--- src/hdl/assert_macros.svh ---
// Assertion macros for the RTL
`ifndef ASSERT_MACROS_SVH
`define ASSERT_MACROS_SVH
`ifndef SYNTHESIS
`define ASSERT_IMPL(label, clk, rst_n, prop) \
    label: assert property (@(posedge clk) disable iff (!rst_n) prop) \
        else $error("assertion failed");
`define ASSERT_NEXT(label, clk, rst_n, pre, post) \
    label: assert property (@(posedge clk) disable iff (!rst_n) (pre) |=> (post)) \
        else $error("assertion failed");
`else
`define ASSERT_IMPL(label, clk, rst_n, prop)
`define ASSERT_NEXT(label, clk, rst_n, pre, post)
`endif
`endif

--- src/hdl/lcmgcd_pkg.sv ---
`default_nettype none
package lcmgcd_pkg;
    localparam int MaxValues = 8;
    localparam int MaxSteps = 32;
    localparam int IdxW = $clog2(MaxValues);
    localparam int CntW = $clog2(MaxValues + 1);
    localparam int StepW = $clog2(MaxSteps + 1);

    typedef enum logic [1:0] {
        KIND_STEP = 2'd0,
        KIND_SIMPLE = 2'd1,
        KIND_SUMMARY = 2'd2
    } kind_t;

    typedef struct packed {
        logic [15:0] value;
        logic        last_value;
    } in_item_t;

    typedef struct packed {
        logic [1:0]  kind;
        logic [15:0] item_value;
        logic [31:0] lcm_value;
        logic [15:0] gcd_value;
        logic        overflow;
        logic        last_result;
    } out_item_t;

    typedef enum logic [3:0] {
        ST_LOAD,
        ST_SCAN,       // check working value idx: >1, then start divider
        ST_DIV_WAIT,   // divider running on working value
        ST_STEP_END,   // end of a pass over values
        ST_MUL,        // lcm/gcd update
        ST_OUT_DIV,    // divide original by gcd
        ST_OUT_WAIT,
        ST_OUT_EMIT,
        ST_SUMMARY
    } state_t;

    typedef struct packed {
        logic load;
        logic scan_start;     // begin pass: idx=0, hit/any cleared, all set
        logic div_start;      // start divider on working[idx] / divisor
        logic div_take;       // commit quotient if remainder zero
        logic skip_value;     // value is 1: mark not all, next idx
        logic next_divisor;
        logic mul;
        logic out_start;      // idx=0 for output phase
        logic out_div_start;
        logic out_emit;
        logic summary;
    } cmd_t;

    typedef struct packed {
        logic idx_last;
        logic cur_gt1;
        logic div_done;
        logic hit;
        logic any_gt1;
        logic divisor_max;
    } status_t;
endpackage
`default_nettype wire

--- src/hdl/lcmgcd_div.sv ---
`default_nettype none
// Restoring divider, one quotient bit per cycle, 16-bit operands
module lcmgcd_div (
    input  wire logic        clk,
    input  wire logic        rst_n,
    input  wire logic        start,
    input  wire logic [15:0] dividend,
    input  wire logic [15:0] divisor,
    output logic             done,
    output logic [15:0]      quotient,
    output logic [15:0]      remainder
);
    logic [15:0] q_reg, q_next;
    logic [16:0] r_reg, r_next;
    logic [4:0]  cnt_reg, cnt_next;
    logic        run_reg, run_next;
    logic        done_reg, done_next;
    logic [16:0] trial;
    logic [15:0] dvs_reg, dvs_next;

    always_comb
    begin
        q_next = q_reg;
        r_next = r_reg;
        cnt_next = cnt_reg;
        run_next = run_reg;
        done_next = 1'b0;
        dvs_next = dvs_reg;
        trial = '0;
        if (start)
        begin
            q_next = dividend;
            r_next = '0;
            cnt_next = 5'd16;
            run_next = 1'b1;
            dvs_next = divisor;
        end
        else if (run_reg)
        begin
            trial = {r_reg[15:0], q_reg[15]};
            q_next = {q_reg[14:0], 1'b0};
            if (trial >= {1'b0, dvs_reg})
            begin
                r_next = trial - {1'b0, dvs_reg};
                q_next[0] = 1'b1;
            end
            else
            begin
                r_next = trial;
            end
            cnt_next = cnt_reg - 5'd1;
            if (cnt_reg == 5'd1)
            begin
                run_next = 1'b0;
                done_next = 1'b1;
            end
        end
    end

    always_ff @(posedge clk or negedge rst_n)
    begin
        if (!rst_n)
        begin
            run_reg <= 1'b0;
            done_reg <= 1'b0;
            cnt_reg <= '0;
        end
        else
        begin
            run_reg <= run_next;
            done_reg <= done_next;
            cnt_reg <= cnt_next;
        end
    end

    always_ff @(posedge clk)
    begin
        q_reg <= q_next;
        r_reg <= r_next;
        dvs_reg <= dvs_next;
    end

    assign done = done_reg;
    assign quotient = q_reg;
    assign remainder = r_reg[15:0];
endmodule
`default_nettype wire

--- src/hdl/lcmgcd_datapath.sv ---
`default_nettype none
module lcmgcd_datapath (
    input  wire logic                 clk,
    input  wire logic                 rst_n,
    input  wire lcmgcd_pkg::in_item_t in_item,
    input  wire lcmgcd_pkg::cmd_t     cmd,
    output lcmgcd_pkg::status_t       status,
    output logic                      result_valid,
    output lcmgcd_pkg::out_item_t     result
);
    logic [15:0] orig_mem [lcmgcd_pkg::MaxValues];
    logic [15:0] work_mem [lcmgcd_pkg::MaxValues];
    logic [lcmgcd_pkg::CntW-1:0]  count_reg;
    logic [lcmgcd_pkg::IdxW-1:0]  idx_reg;
    logic [16:0] divisor_reg;
    logic [31:0] lcm_reg;
    logic [15:0] gcd_reg;
    logic [lcmgcd_pkg::StepW-1:0] steps_reg;
    logic        ovf_reg, hit_reg, all_reg, any_reg;
    logic        rv_reg;
    lcmgcd_pkg::out_item_t res_reg;
    logic [15:0] v_in, cur, dvd, dvs, quo, rem;
    logic        ddone;
    logic [47:0] prod;
    logic [15:0] gcd_eff;

    assign v_in = (in_item.value == 16'd0) ? 16'd1 : in_item.value;
    assign cur = work_mem[idx_reg];
    assign gcd_eff = (gcd_reg == 16'd0) ? 16'd1 : gcd_reg;
    assign dvd = cmd.out_div_start ? orig_mem[idx_reg] : cur;
    assign dvs = cmd.out_div_start ? gcd_eff : divisor_reg[15:0];
    assign prod = lcm_reg * divisor_reg[15:0];

    lcmgcd_div u_div (
        .clk(clk), .rst_n(rst_n), .start(cmd.div_start || cmd.out_div_start),
        .dividend(dvd), .divisor(dvs), .done(ddone),
        .quotient(quo), .remainder(rem)
    );

    assign status.idx_last = ({1'b0, idx_reg} == lcmgcd_pkg::CntW'(count_reg - 1'b1));
    assign status.cur_gt1 = cur > 16'd1;
    assign status.div_done = ddone;
    assign status.hit = hit_reg;
    assign status.any_gt1 = any_reg;
    assign status.divisor_max = divisor_reg[16];

    always_ff @(posedge clk)
    begin
        if (cmd.load && count_reg < lcmgcd_pkg::CntW'(lcmgcd_pkg::MaxValues))
        begin
            orig_mem[count_reg[lcmgcd_pkg::IdxW-1:0]] <= v_in;
            work_mem[count_reg[lcmgcd_pkg::IdxW-1:0]] <= v_in;
        end
        if (cmd.div_take && rem == 16'd0)
            work_mem[idx_reg] <= quo;
        res_reg <= '0;
        if (cmd.out_emit)
        begin
            res_reg.kind <= lcmgcd_pkg::KIND_SIMPLE;
            res_reg.item_value <= quo;
        end
        else if (cmd.mul && steps_reg < lcmgcd_pkg::StepW'(lcmgcd_pkg::MaxSteps))
        begin
            res_reg.kind <= lcmgcd_pkg::KIND_STEP;
            res_reg.item_value <= divisor_reg[15:0];
        end
        else if (cmd.summary)
        begin
            res_reg.kind <= lcmgcd_pkg::KIND_SUMMARY;
            res_reg.lcm_value <= lcm_reg;
            res_reg.gcd_value <= gcd_reg;
            res_reg.overflow <= ovf_reg;
            res_reg.last_result <= 1'b1;
        end
    end

    always_ff @(posedge clk or negedge rst_n)
    begin
        if (!rst_n)
        begin
            count_reg <= '0;
            idx_reg <= '0;
            divisor_reg <= 17'd2;
            lcm_reg <= 32'd1;
            gcd_reg <= 16'd1;
            steps_reg <= '0;
            ovf_reg <= 1'b0;
            hit_reg <= 1'b0;
            all_reg <= 1'b1;
            any_reg <= 1'b0;
            rv_reg <= 1'b0;
        end
        else
        begin
            rv_reg <= cmd.out_emit || cmd.summary ||
                (cmd.mul && steps_reg < lcmgcd_pkg::StepW'(lcmgcd_pkg::MaxSteps));
            if (cmd.load && count_reg < lcmgcd_pkg::CntW'(lcmgcd_pkg::MaxValues))
                count_reg <= count_reg + 1'b1;
            if (cmd.scan_start || cmd.out_start)
            begin
                idx_reg <= '0;
                hit_reg <= 1'b0;
                all_reg <= 1'b1;
                any_reg <= 1'b0;
            end
            if (cmd.skip_value)
            begin
                all_reg <= 1'b0;
                if (!status.idx_last)
                    idx_reg <= idx_reg + 1'b1;
            end
            if (cmd.div_take)
            begin
                if (rem == 16'd0)
                begin
                    hit_reg <= 1'b1;
                    if (quo > 16'd1)
                        any_reg <= 1'b1;
                end
                else
                begin
                    all_reg <= 1'b0;
                    any_reg <= 1'b1;
                end
                if (!status.idx_last)
                    idx_reg <= idx_reg + 1'b1;
            end
            if (cmd.out_emit && !status.idx_last)
                idx_reg <= idx_reg + 1'b1;
            if (cmd.next_divisor)
                divisor_reg <= divisor_reg + 17'd1;
            if (cmd.mul)
            begin
                if (prod[47:32] != 16'd0)
                begin
                    lcm_reg <= 32'hFFFF_FFFF;
                    ovf_reg <= 1'b1;
                end
                else
                    lcm_reg <= prod[31:0];
                if (all_reg)
                    gcd_reg <= 16'(gcd_reg * divisor_reg[15:0]);
                if (steps_reg < lcmgcd_pkg::StepW'(lcmgcd_pkg::MaxSteps))
                    steps_reg <= steps_reg + 1'b1;
                else
                    ovf_reg <= 1'b1;
            end
            if (cmd.summary)
            begin
                count_reg <= '0;
                divisor_reg <= 17'd2;
                lcm_reg <= 32'd1;
                gcd_reg <= 16'd1;
                steps_reg <= '0;
                ovf_reg <= 1'b0;
            end
        end
    end

    assign result_valid = rv_reg;
    assign result = res_reg;
endmodule
`default_nettype wire

--- src/hdl/lcmgcd_ctrl.sv ---
`default_nettype none
module lcmgcd_ctrl (
    input  wire logic                 clk,
    input  wire logic                 rst_n,
    input  wire logic                 start,
    input  wire logic                 last_value,
    input  wire lcmgcd_pkg::status_t  status,
    output lcmgcd_pkg::cmd_t          cmd,
    output logic                      busy
);
    lcmgcd_pkg::state_t state_reg, state_next;

    always_comb
    begin
        state_next = state_reg;
        unique case (state_reg)
            lcmgcd_pkg::ST_LOAD:
                if (start && last_value)
                    state_next = lcmgcd_pkg::ST_SCAN;
            lcmgcd_pkg::ST_SCAN:
                if (status.cur_gt1)
                    state_next = lcmgcd_pkg::ST_DIV_WAIT;
                else if (status.idx_last)
                    state_next = lcmgcd_pkg::ST_STEP_END;
            lcmgcd_pkg::ST_DIV_WAIT:
                if (status.div_done)
                    state_next = status.idx_last ? lcmgcd_pkg::ST_STEP_END
                                                 : lcmgcd_pkg::ST_SCAN;
            lcmgcd_pkg::ST_STEP_END:
                if (status.hit)
                    state_next = lcmgcd_pkg::ST_MUL;
                else if (!status.any_gt1 || status.divisor_max)
                    state_next = lcmgcd_pkg::ST_OUT_DIV;
                else
                    state_next = lcmgcd_pkg::ST_SCAN;
            lcmgcd_pkg::ST_MUL:
                state_next = status.any_gt1 ? lcmgcd_pkg::ST_SCAN
                                            : lcmgcd_pkg::ST_OUT_DIV;
            lcmgcd_pkg::ST_OUT_DIV:
                state_next = lcmgcd_pkg::ST_OUT_WAIT;
            lcmgcd_pkg::ST_OUT_WAIT:
                if (status.div_done)
                    state_next = lcmgcd_pkg::ST_OUT_EMIT;
            lcmgcd_pkg::ST_OUT_EMIT:
                state_next = status.idx_last ? lcmgcd_pkg::ST_SUMMARY
                                             : lcmgcd_pkg::ST_OUT_DIV;
            lcmgcd_pkg::ST_SUMMARY:
                state_next = lcmgcd_pkg::ST_LOAD;
            default:
                state_next = lcmgcd_pkg::ST_LOAD;
        endcase
    end

    always_comb
    begin
        cmd = '0;
        busy = 1'b1;
        unique case (state_reg)
            lcmgcd_pkg::ST_LOAD:
            begin
                busy = 1'b0;
                cmd.load = start;
                cmd.scan_start = start && last_value;
            end
            lcmgcd_pkg::ST_SCAN:
            begin
                cmd.div_start = status.cur_gt1;
                cmd.skip_value = !status.cur_gt1;
            end
            lcmgcd_pkg::ST_DIV_WAIT:
                cmd.div_take = status.div_done;
            lcmgcd_pkg::ST_STEP_END:
            begin
                cmd.next_divisor = !status.hit;
                cmd.scan_start = !status.hit && status.any_gt1 && !status.divisor_max;
                cmd.out_start = !status.hit && (!status.any_gt1 || status.divisor_max);
            end
            lcmgcd_pkg::ST_MUL:
            begin
                cmd.mul = 1'b1;
                cmd.scan_start = status.any_gt1;
                cmd.out_start = !status.any_gt1;
            end
            lcmgcd_pkg::ST_OUT_DIV:
                cmd.out_div_start = 1'b1;
            lcmgcd_pkg::ST_OUT_WAIT:
                ;
            lcmgcd_pkg::ST_OUT_EMIT:
                cmd.out_emit = 1'b1;
            lcmgcd_pkg::ST_SUMMARY:
                cmd.summary = 1'b1;
            default:
                ;
        endcase
    end

    always_ff @(posedge clk or negedge rst_n)
    begin
        if (!rst_n)
            state_reg <= lcmgcd_pkg::ST_LOAD;
        else
            state_reg <= state_next;
    end
endmodule
`default_nettype wire

--- src/hdl/lcm_gcd_by_trial_factoring_top.sv ---
`default_nettype none
// Numbers load at one transaction per cycle while busy is low; the last
// marked transaction starts factoring and raises busy. Each trial pass runs a
// serial divider once per value still above one; trial divisors step by one up
// to the largest remaining prime. Results appear as one-cycle done pulses and
// must be captured; the receiver cannot stall.
module lcm_gcd_by_trial_factoring_top (
    input  wire logic                  clk,
    input  wire logic                  rst_n,
    input  wire logic                  start,
    input  wire lcmgcd_pkg::in_item_t  in_item,
    output logic                       busy,
    output logic                       done,
    output lcmgcd_pkg::out_item_t      result
);
    `include "assert_macros.svh"

    lcmgcd_pkg::cmd_t    cmd;
    lcmgcd_pkg::status_t status;

    lcmgcd_ctrl u_ctrl (
        .clk(clk), .rst_n(rst_n), .start(start), .last_value(in_item.last_value),
        .status(status), .cmd(cmd), .busy(busy)
    );

    lcmgcd_datapath u_dp (
        .clk(clk), .rst_n(rst_n), .in_item(in_item), .cmd(cmd),
        .status(status), .result_valid(done), .result(result)
    );

    // the summary pulse lands in the first load cycle of the next set
    `ASSERT_IMPL(a_summary_ends, clk, rst_n, (done && result.last_result) |-> !busy)
    `ASSERT_IMPL(a_load_idle, clk, rst_n, cmd.load |-> !busy)
    `ASSERT_NEXT(a_mul_no_load, clk, rst_n, cmd.mul, busy)
endmodule
`default_nettype wire

--- config.mk ---
export PLATFORM = sky130hd
export DESIGN_NAME = lcm_gcd_by_trial_factoring_top
export DESIGN_NICKNAME = d
export VERILOG_FILES = /design/src/hdl/lcmgcd_pkg.sv /design/src/hdl/lcmgcd_div.sv /design/src/hdl/lcmgcd_datapath.sv /design/src/hdl/lcmgcd_ctrl.sv /design/src/hdl/lcm_gcd_by_trial_factoring_top.sv
export VERILOG_INCLUDE_DIRS = /design/src /design/src/hdl
export SDC_FILE = /design/constraint.sdc
export NUM_CORES = 2
export LEC_CHECK = 0
export BUFFER_PORTS_ARGS = -buffer_cell sky130_fd_sc_hd__buf_2
export CORE_MARGIN = 2
export CORE_UTILIZATION = 57
export DETAILED_ROUTE_END_ITERATION = 8
export PLACE_DENSITY = 0.74
export SYNTH_ARGS = -nofsm -noshare
export SYNTH_HDL_FRONTEND = slang
export SYNTH_HIERARCHICAL = 1
export SYNTH_SLANG_ARGS = --single-unit
--- constraint.sdc ---
create_clock -name clk -period 14.02 [get_ports clk]
set_input_delay 0.701 -clock clk [delete_from_list [all_inputs] [get_ports clk]]
set_output_delay 0.701 -clock clk [all_outputs]
set_load 0.05 [all_outputs]
==> reports/qor.tcl <==
set qor(synth_area_sq_mm) 0.0416
set qor(grt_start_max_net_pins) 78
set qor(relSlewSlack_pct) 11.5
set qor(run_status) {finished, final reports clean}
set qor(initial_utilization_pct) 57.3
set qor(dieHeight_microns) 274
set qor(drt_iter0_markers) 2353
set qor(synth_nets) 4708
set qor(critical_path_arrival_ps) 8650
set qor(layout-area-overhead-vs-synth_pct) 6.32
set qor(layout_min_cycle_time_ps) 8220
set qor(worstPathCellList) {buf_4, nand2_1, fa_1, fa_1, fa_1, inv_1, fa_1, fa_1, inv_1, fa_1, inv_1, ha_1, and3_1, and3_1, a221oi_1, a2111oi_2, nor3_2, mux2_4, a211oi_2, nand4_2, nor3_4, buf_4, a31oi_1}
set qor(design.final.nets) 4613
set qor(timing.critical_path.from_type) {flip-flop}
set qor(powerDensity_mw_per_mm2) 220
set qor(critPathBufInv) 5
set qor(synth_flop_cell) {sky130_fd_sc_hd__edfxtp_1}
set qor(instance_count_of_the_mapped_netlist) 3997
set qor(cp_common_cell) {sky130_fd_sc_hd__fa_1}
set qor(grt_pass1_vias) 29488
set qor(clock_sink_count) 465
set qor(wire_length_of_the_first_global_routing_pass_mm) 166
set qor(final_wirelength_mm) 104
set qor(hold_violations) 0
set qor(clkSlewWorstSetupHoldPaths_ps) 70
set qor(depth_of_the_cts_h_tree) 2
set qor(drv_cap) 0
set qor(final.setup_skew_ps) 40.3
set qor(cts_tree) {built}
set qor(end_kind) {flip-flop}
set qor(antenna_violations_before_repair) 0
set qor(yosys-top-cells-count) {sky130_fd_sc_hd__inv_1 (597), sky130_fd_sc_hd__nand2_1 (504), sky130_fd_sc_hd__fa_1 (499)}
set qor(worstHoldPathType) {in2async}
set qor(post-place-ws_ps) 5910
set qor(ir_drop_v) 0.000346
set qor(floorplan.io_pins) 90
set qor(synth.distinct_cells) 91
set qor(route.detailed.drc) 0
set qor(post_cts.resized_instances) 0
set qor(r2r-start) {u_dp/divisor_reg[1]}
set qor(syn-mean-instance-area_sq_um) 10.4
set qor(detailroute.via_count) 28682
set qor(timing_worst_slew_pin_value_ps) 1320
set qor(postCtsSetupBuffers) 0
set qor(cell_with_the_most_instances_after_synthesis) {sky130_fd_sc_hd__inv_1}
set qor(critPathSlowestCell) {sky130_fd_sc_hd__dfstp_2}
set qor(routed_wire_length_per_instance_microns) 21.2
set qor(hpwl_after_dpl_mm) 71.6
set qor(grtUsageTotal_pct) 28.5
set qor(overflow_left_after_global_routing) 0
set qor(final_layout_size_suffix_gt1_share_pct) 12.3
set qor(max_stage_delay_ps) 840
set qor(yosys_warnings) 6
set qor(firstDrtPassIters) 5
set qor(timing.critical_path.max_delay_family) {adder cells}
set qor(synth.top_cell.area_share_pct) 24.0
set qor(crit_type) {reg2reg}
set qor(portBuffers) 89
set qor(setup_viol_count_final) 0
set qor(synth_seq_area_share_pct) 30.4
set qor(timing.setup.tns_ps) 0
set qor(rsz0062_at_grt) {false}
set qor(critical_path.max_fanout) 32
set qor(biggest_area_consumer_among_synthesized_cells) {sky130_fd_sc_hd__fa_1}
set qor(ys_seq_elements) 465
set qor(crit_required_ps) 14450
set qor(num_rows) 99
set qor(fp.dieArea_sq_mm) 0.0752
set qor(cts_inserted_buffers) 50
set qor(fmaxAchievable_mhz) 122
set qor(cts.path.max_buffers) 3
set qor(die_w_microns) 274
set qor(report.final.slew_viol_count) 0
set qor(netlist_top_cells_area) {sky130_fd_sc_hd__fa_1 (24%), sky130_fd_sc_hd__edfxtp_1 (21%), sky130_fd_sc_hd__ha_1 (5.8%), sky130_fd_sc_hd__and2_1 (5.8%), sky130_fd_sc_hd__dfrtp_1 (5.4%)}
set qor(finalWeightedCongestion) 0.950
set qor(count_of_hold_buffers_inserted_by_post_cts_repair) 0
set qor(clock-root-buffer) {sky130_fd_sc_hd__clkbuf_16}
set qor(insertion_delay_ps) 630
set qor(postLayoutSetupSlackWorst_ps) 5800
set qor(core_area_sq_mm) 0.0726
set qor(final.period_utilization_pct) 58.6
set qor(power.static_leakage_nw) 18.9
set qor(drt.antenna.violating_nets) 0
set qor(count_of_flip_flops_with_a_built_in_enable_after_synthesis) 288
set qor(drt-vias-per-instance) 5.85
set qor(ys_async_sr_fraction_pct) 20.2
set qor(setup.worst_path.start) {u_dp/divisor_reg[1]}
## power breakdown
group | switching, mW | internal [mW] | total (mW) | leakage, nW
clock network | 0.591 | 0.769 | 1.36 | 0.818
registers | 0.488 | 1.68 | 2.17 | 4.40
logic | 3.84 | 2.36 | 6.21 | 13.7
## metrics by stage
stage / power (mW) / hold WS, ps / util [%] / cell area (sq um) / std cells
finish: 9.74 / 52.3 / 61.0 / 44200 / 4904
global route: 10.6 / 75.6 / 60.9 / 44200 / 4903
CTS: 9.71 / 40.6 / 60.9 / 44200 / 4903
detailed placement: 8.29 / 518 / 58.6 / 42500 / 4809
global placement: 8.18 / 508 / 58.6 / 42500 / 4809
floorplan: 6.84 / 405 / - / 41600 / 3997
## final timing paths
path | to | slack, ps | cells after the start
setup / recovery | u_dp/lcm_reg[1] | 5800 | 23
hold / removal | u_dp/lcm_reg[29] | 50 | 1
setup reg to reg | u_dp/lcm_reg[1] | 5800 | 23
hold reg to reg | u_dp/u_div/r_reg[4] | 520 | 2
max in group asynchronous | u_dp/idx_reg[0] | 12630 | 2
min in group clk | u_dp/orig_mem[1][11] | 480 | 1
## layout by cell type (no fill, tap or decap), types with 10 or more instances in the layout
cell type and n:
sky130_fd_sc_hd__nand2_1 504, sky130_fd_sc_hd__clkbuf_16 52, sky130_fd_sc_hd__and2_1 383, sky130_fd_sc_hd__buf_2 88, sky130_fd_sc_hd__and3_1 13, sky130_fd_sc_hd__edfxtp_1 288
sky130_fd_sc_hd__nand3_1 30, sky130_fd_sc_hd__dfrtp_1 82, sky130_fd_sc_hd__a31oi_1 37, sky130_fd_sc_hd__o21ai_0 67, sky130_fd_sc_hd__mux2i_1 58, sky130_fd_sc_hd__mux2_2 136
sky130_fd_sc_hd__inv_1 597, sky130_fd_sc_hd__ha_1 192, sky130_fd_sc_hd__nor2_1 118, sky130_fd_sc_hd__nor2b_1 14, sky130_fd_sc_hd__a211oi_1 22, sky130_fd_sc_hd__dfxtp_1 83
sky130_fd_sc_hd__o21bai_1 36, sky130_fd_sc_hd__o21a_1 13, sky130_fd_sc_hd__mux4_2 65, sky130_fd_sc_hd__nor4_1 18, sky130_fd_sc_hd__buf_4 48, sky130_fd_sc_hd__o211ai_1 10
sky130_fd_sc_hd__nand2b_1 13, sky130_fd_sc_hd__nor3_1 29, sky130_fd_sc_hd__xor2_1 45, sky130_fd_sc_hd__a21oi_1 97, sky130_fd_sc_hd__nand4_1 22, sky130_fd_sc_hd__fa_1 499
sky130_fd_sc_hd__a21o_1 22, sky130_fd_sc_hd__xnor2_1 68
## kinds of logic (layout without fill, tap and decap cells)
logic type | count (synthesis) | count (layout) | share of synthesized area [%]
and+or+nand+nor | 1209 | 1209 | 14.5
buffers and inverters | 880 | 827 | 8.22
DFF | 465 | 465 | 30.4
muxes | 260 | 260 | 8.63
xor gates and xnor gates | 113 | 113 | 2.38
adders and majority gates | 691 | 691 | 29.8
AOI/OAI and AO/OA | 379 | 379 | 6.05
other | 0 | 1 | 0
## worst reg2reg max path: cells and delay by family, from the launching register on
kind	cells	cell delay [ps]
DFF	1	840
AOI/OAI and AO/OA	4	1180
and+or+nand+nor	6	1210
adders and majority gates	7	3420
muxes	1	330
buffers and inverters	5	1040
## cell type report
type | instances | area, sq um
clock inverters | 32 | 358
fillers | 5908 | 28300
repair buffers | 136 | 801
well taps | 959 | 1200
inverters | 597 | 2240
flip-flops and latches | 465 | 12700
multi-input cells | 2652 | 25600
clock buffers | 62 | 1350
diodes | 1 | 2.50
## layer usage
layer / up-vias / routed length [microns] / global-route usage (%)
met1: 14589 / 43100 / 40.1
met2: 1207 / 49100 / 45.6
met4: 0 / 3140 / 8.95
li1: 12684 / - / -
met3: 202 / 8710 / 4.57
met5: - / 0 / 0
Note: power is estimated with default switching activity, not from simulation.
